<file path="src/design/lcdl_pkg.sv">
// ----------------------------------------------------------------------------
// lcdl_pkg
// Shared constants, register map and control types for the chorus delay line.
// ----------------------------------------------------------------------------
package lcdl_pkg;

  localparam int LCDL_BUF_DEPTH  = 2048;   // delay store depth, samples
  localparam int LCDL_SAMPLE_W   = 16;
  localparam int LCDL_Q_DEPTH    = 2;      // front-to-back queue slots
  localparam int LCDL_MS_SAMPLES = 48;     // samples per millisecond
  localparam int LCDL_LFO_MUL    = 22368;  // phase step = (mul*rate)>>14
  localparam int LCDL_PCT_SCALE  = 327;    // percent to Q15
  localparam int LCDL_VOL_FULL   = 100;
  localparam int LCDL_M_LIMIT    = 32760;
  localparam int LCDL_TAP2_GAP   = 144;
  localparam int LCDL_ROUND      = 3276;

  // odd sine polynomial, Q15
  localparam int LCDL_SIN_C0 = 51472;
  localparam int LCDL_SIN_C1 = 21167;
  localparam int LCDL_SIN_C2 = 2611;
  localparam int LCDL_SIN_C3 = 153;

  typedef enum logic [1:0] {
    REG_DELAY_MS  = 2'd0,
    REG_LFO_RATE  = 2'd1,
    REG_LFO_DEPTH = 2'd2,
    REG_VOLUME    = 2'd3
  } reg_idx_t;

  // derived settings, computed when a register is written
  typedef struct packed {
    logic [7:0]  lfo_step;  // (22368*rate)>>14
    logic [15:0] depth_k;   // depth*327
    logic [15:0] vol_k;     // volume*327
    logic        vol_mid;   // 0 < volume < 100
  } cfg_t;

  typedef struct packed {
    logic busy;      // back end working on a beat
    logic clearing;  // delay store clear after reset
  } stat_t;

endpackage

</file>
<file path="src/design/lcdl_front.sv">
// ----------------------------------------------------------------------------
// lcdl_front
// Input side: takes sample beats and holds them in a short queue for the back end.
// ----------------------------------------------------------------------------
module lcdl_front import lcdl_pkg::*; (
  input  logic               clk,
  input  logic               rst,
  input  logic               hold,
  input  logic               in_valid,
  input  logic signed [15:0] sample_in,
  output logic               in_stall,
  input  logic               q_pop,
  output logic               q_valid,
  output logic signed [15:0] q_data
);

  localparam int PW = (LCDL_Q_DEPTH > 1) ? $clog2(LCDL_Q_DEPTH) : 1;
  localparam int CW = $clog2(LCDL_Q_DEPTH + 1);

  logic [15:0]   slot [LCDL_Q_DEPTH];
  logic [PW-1:0] rd_ptr;
  logic [PW-1:0] wr_ptr;
  logic [CW-1:0] count;
  logic          push;

  function automatic logic [PW-1:0] ptr_inc(input logic [PW-1:0] ptr);
    logic [PW-1:0] res;
    if (ptr == PW'(LCDL_Q_DEPTH - 1)) begin
      res = '0;
    end else begin
      res = ptr + 1'b1;
    end
    return res;
  endfunction

  assign in_stall = hold || (count == CW'(LCDL_Q_DEPTH));
  assign push     = in_valid && !in_stall;
  assign q_valid  = (count != '0);
  assign q_data   = slot[rd_ptr];

  always_ff @(posedge clk) begin
    if (push) begin
      slot[wr_ptr] <= sample_in;
    end
    if (rst) begin
      rd_ptr <= '0;
      wr_ptr <= '0;
      count  <= '0;
    end else begin
      if (push) begin
        wr_ptr <= ptr_inc(wr_ptr);
      end
      if (q_pop) begin
        rd_ptr <= ptr_inc(rd_ptr);
      end
      case ({push, q_pop})
        2'b10:   count <= count + 1'b1;
        2'b01:   count <= count - 1'b1;
        default: count <= count;
      endcase
    end
  end

endmodule

</file>
<file path="config.mk">
export PLATFORM = sky130hd
export DESIGN_NAME = lcdl_front
export DESIGN_NICKNAME = d
export VERILOG_FILES = /design/src/design/lcdl_pkg.sv /design/src/design/lcdl_front.sv
export SDC_FILE = /design/constraint.sdc
export NUM_CORES = 1
export LEC_CHECK = 0
export BUFFER_PORTS_ARGS = -buffer_cell sky130_fd_sc_hd__buf_4
export CELL_PAD_IN_SITES_DETAIL_PLACEMENT = 1
export CELL_PAD_IN_SITES_GLOBAL_PLACEMENT = 1
export CORE_MARGIN = 1.5
export CORE_UTILIZATION = 35
export DETAILED_ROUTE_END_ITERATION = 8
export PLACE_DENSITY_LB_ADDON = 0.08
export SYNTH_ARGS = -nofsm -noshare
export SYNTH_HDL_FRONTEND = slang
export SYNTH_SLANG_ARGS = --single-unit
</file>
<file path="constraint.sdc">
create_clock -name clk -period 2.7 [get_ports clk]
set_input_delay 0.135 -clock clk [delete_from_list [all_inputs] [get_ports clk]]
set_output_delay 0.135 -clock clk [all_outputs]
set_load 0.01 [all_outputs]
</file>
# ---- Yosys cells after proc, flatten, opt, wreduce, memory -nomap -nowiden
# Memory sizes are Yosys's and may differ from the RTL's. A register that Yosys moved wholly into a read port is not among the register bits.
# Cells that the tools add are included.
dict set report word_totals {
  ramBits 32
  wordCells 23
  rom_bits 0
  latchBits 0
  input_bits 21
  mem_count 1
  regBits 4
  out_inout_bits 18
}
dict set report op_classes {
  eq_ne 3
  mul 0
  shift 0
  n_reduce_logical 5
  bitwise_logic 0
  magnitude_cmp 0
  div_mod_pow 0
  muxes 7
  add_sub_neg 4
}
# name depth word_bits rd rd_clocked_by_memory_dff write_ports line_no
set memory_table {}
lappend memory_table {slot 2 16 1 1 1 lcdl_front.sv:20} ;# logic [15:0] slot [LCDL_Q_DEPTH];
# operator count
set op_table {}
lappend op_table {{1-bit 2-to-1 mux} 6}
lappend op_table {{2-bit == test (second input constant)} 2}
lappend op_table {{2-bit case mux with 2 select lines} 1}
lappend op_table {{2-bit nonzero test} 2}
lappend op_table {{1-bit adder (second input constant)} 2}
lappend op_table {{2-bit by 1-bit adder with 2-bit output (second input constant)} 1}
lappend op_table {{2-bit by 1-bit == test with 1-bit output (second input constant)} 1}
lappend op_table {{2-bit by 1-bit subtractor with 2-bit output (second input constant)} 1}
lappend op_table {{1-bit logical AND} 1}
lappend op_table {{1-bit logical NOT} 1}
lappend op_table {{1-bit logical OR} 1}

# ---- Longest topological paths before layout
dict set report logic_depth {
  word_depth 6
  depth_mapped 6
  depth_no_buf 6
}

# ---- Worst setup path before layout
# No wires, ideal clock.
dict set report synth_path {
  path_kind {register -> register}
  from {register count[0]}
  to {memory slot[1][0], enable pin}
  arrival_ns 1.340
  path_buffers 0
  required_time_ns 2.312
  setup_slack_ns 0.971
  setup_time_ns 0.388
  stages_incl_launch_ff 4
  synth_period_minus_slack_ns 1.729
  cell_sequence {dfxtp_1 nand2b_1 nand3b_1 nor2_1}
}
dict set report synth_via {
  elab_chain_cells 6
}
# item line_no
set synth_lines {}
lappend synth_lines {{start, declared} lcdl_front.sv:23} ;# logic [CW-1:0] count;
lappend synth_lines {{start signal, assigned} lcdl_front.sv:57} ;# 2'b10: count <= count + 1'b1;
lappend synth_lines {{start signal, assigned} lcdl_front.sv:58} ;# 2'b01: count <= count - 1'b1;
lappend synth_lines {{start signal, assigned} lcdl_front.sv:59} ;# default: count <= count;
lappend synth_lines {{2-bit == test} lcdl_front.sv:36} ;# assign in_stall = hold || (count == CW'(LCDL_Q_DEPTH));
lappend synth_lines {{1-bit logical OR} lcdl_front.sv:36}
lappend synth_lines {{1-bit logical NOT} lcdl_front.sv:37} ;# assign push = in_valid && !in_stall;
lappend synth_lines {{1-bit logical AND} lcdl_front.sv:37}
lappend synth_lines {{1-bit 2-to-1 mux} lcdl_front.sv:42} ;# if (push) begin
lappend synth_lines {{1-bit 2-to-1 mux (not written as such)} lcdl_front.sv:43} ;# slot[wr_ptr] <= sample_in;
lappend synth_lines {{end, declared} lcdl_front.sv:20}
# Every way passes these cells.

==> run metrics <==
Bufs on Longest Clock Path 2; HPWL Detailed 1730 microns; overall routing resource usage 12.6%; number of global-route vias before repair 864; total setup buffers inserted after CTS 0; H-tree Lvls 2; clk_lat worst skew 0.28 ns; Psw 0.263 mW; Power Total 1.20 mW; DR vias/cell 4.56; Final Hold Viols 0; worst min path class input pin to flip-flop; mux contribution to synthesized area 13.9%; Mean Syn Cell Area 18.3 sq um; Layout Skew 0.00496 ns; post-layout minimum cycle time 1.77 ns; syn nets 97; Die Span Y 65.7 microns; largest family of logic cells by synthesized area multiplexers; cell internal pwr 0.936 mW; via count 779; Slowest Stage Delay on Critical Path 0.80 ns; library cells used by synthesis 16; CTS hold repair buffers 0; Gate Count Post-Synth 75; ANT cells 0; crit end category primary output; min-delay src sample_in[11]; crit start category flip-flop; warnings from Yosys 0; largest net degree at the start of global routing 17; I/O Buffers 38; DIE WIDTH 65.7 microns; fin nets 144; Setup CP Type flip-flop to primary output; Clock transition at path regs 0.07 ns; post-route clock period utilization 65.7%; WP data required 2.57 ns; DR WL/cell 13.8 microns; CORE AREA 3720 sq um; P&R area growth vs syn 32.4%; layout cells sized above 1 52.8%; cell family with most CP delay flip-flops; CTS Buf Count 5; First-pass DRT Iterations 4; initial cell density of the core 37.0%; CTS tree yes; Rows 22; residual DRC count 0; IO Pins 39; Post-Synth Adder-Cell Area 0.910%; CTS root buf clkbuf_8; endpoints failing setup 0; Final TNS setup 0 ns; Sinks on Clock Net 37; CP Cell Sequence mux2_2, buf_4; fmax 0.564 GHz; Worst R2R Start count[0]; Pins Over Slew Limit 0; die area 4310 sq um; Post-Synth Simple-Gate Area 4.37%; GPL Wtd Cong 0.632; Reg power frac 56.4%; worst-path fanout max 16; Max-Cap Viols 0; Max stage delay cell, worst path dfxtp_1; FF+latch count, synth 37; R2R Setup Slk 1.10 ns; static leakage 0.692 nW; Total Wirelength 2370 microns; P per Cell Area 659 nW/um^2; PostCTS Resize Cnt 0; register area share after synthesis 77.2%; Data arrival, critical path 1.64 ns; Clk network pwr share 29.4%; initial antenna violation count 0; global-route wire length before repair 3880 microns; final antenna-violating net count 0; VDD IR max 0.000273 V; slew margin rel. 50.4%; switching share of power 21.9%; synthesized area 1380 sq um; Comb power frac 14.1%; worst slew pin tran 0.743 ns; WP buf/inv 1; FF-to-FF path depth 5; Synth Area in Compound Gates 0.728%; r2r endpoint count[1]; outcome finished, final reports clean; RSZ-0062 raised after global routing false; Overflow after GRT 0; iteration-0 DRC count of the detailed router 17; hold_ws 0.0369 ns; Hold Path Depth 1; Hold Path End slot[1][11]; Post-Synth XOR/XNOR Area 1.91%
## registers in the layout (all words and copies together) (netlist names), named ones only
register  cells
wr_ptr        1
slot         32
rd_ptr        1
count         2
## cells by family (layout without fill, tap and decap cells)
kind of cell,count (synthesis),in the layout
buf+inv,3,51
flops,37,37
mux,17,17
simple gates,12,12
compound gates,2,2
xor+xnor,3,3
fa+ha+maj,1,1
## power by group through the flow
stage / Clock (mW) / Sequential, mW / Combinational, mW
finish: 0.353 / 0.677 / 0.170
global route: 0.387 / 0.681 / 0.185
CTS: 0.369 / 0.678 / 0.174
detailed placement: 0 / 0.690 / 0.173
global placement: 0 / 0.688 / 0.168
floorplan: 0 / 0.678 / 0.0931
## worst max-delay path by stage
stage,cells past startpoint,slack (ns),to,startpoint
2_1_floorplan,3,0.97,slot[1][0],count[0]
3_3_place_gp,2,1.18,q_data[8],flip-flop
3_5_place_dp,5,1.09,count[1],count[0]
4_1_cts,2,0.88,q_data[8],flip-flop
5_1_grt,2,0.81,q_data[8],flip-flop
6_report,2,0.93,q_data[8],flip-flop
## Yosys cell counts, drive strengths merged
cell type  number  area share, %
edfxtp         32             70
mux2           17             14
nor2            7            1.9
dfxtp           5            7.3
buf             2           0.73
xnor2           2            1.3
a21oi           1           0.36
ha              1           0.91
inv             1           0.27
nand2b          1           0.46
nand3b          1           0.55
o21ai           1           0.36
or2             1           0.46
or2b            1           0.55
or3             1           0.46
xor2            1           0.64
## routing by layer
metal / share of wire [%] / up-vias / wire (microns) / global-route usage, %
met5: 0 / - / 0 / 0
met4: 1.1 / 0 / 27 / 6.25
met3: 6.2 / 2 / 147 / 5.31
met2: 54 / 21 / 1280 / 21.3
met1: 38 / 385 / 910 / 13.4
li1: - / 371 / - / -
## placed cells by master (no fill, tap or decap), drive strengths merged
cell    count
buf        42
edfxtp     32
mux2       17
nor2        7
clkbuf      7
dfxtp       5
xnor2       2
nand2b      1
or2b        1
or2         1
inv         1
nand3b      1
xor2        1
o21ai       1
or3         1
a21oi       1
ha          1
clkinv      1
## through the flow
stage               instance area, sq um  instances  utilization, %  setup WS (ns)
CTS                                 1820        171            49.0          0.876
finish                              1820        171            49.0          0.927
global placement                    1740        163            46.8           1.18
floorplan                           1380         75               -          0.971
global route                        1820        171            49.0          0.808
detailed placement                  1740        163            46.8           1.09
## area by class of cell
type | count | area [sq um]
Clock buffer | 7 | 76.3
Clock inverter | 1 | 3.75
Fill cell | 383 | 1900
Inverter | 1 | 3.75
Multi-Input combinational cell | 35 | 300
Sequential cell | 37 | 1060
Tap cell | 48 | 60.1
Timing Repair Buffer | 42 | 315
No activity file was read; power rests on OpenSTA's default activity.
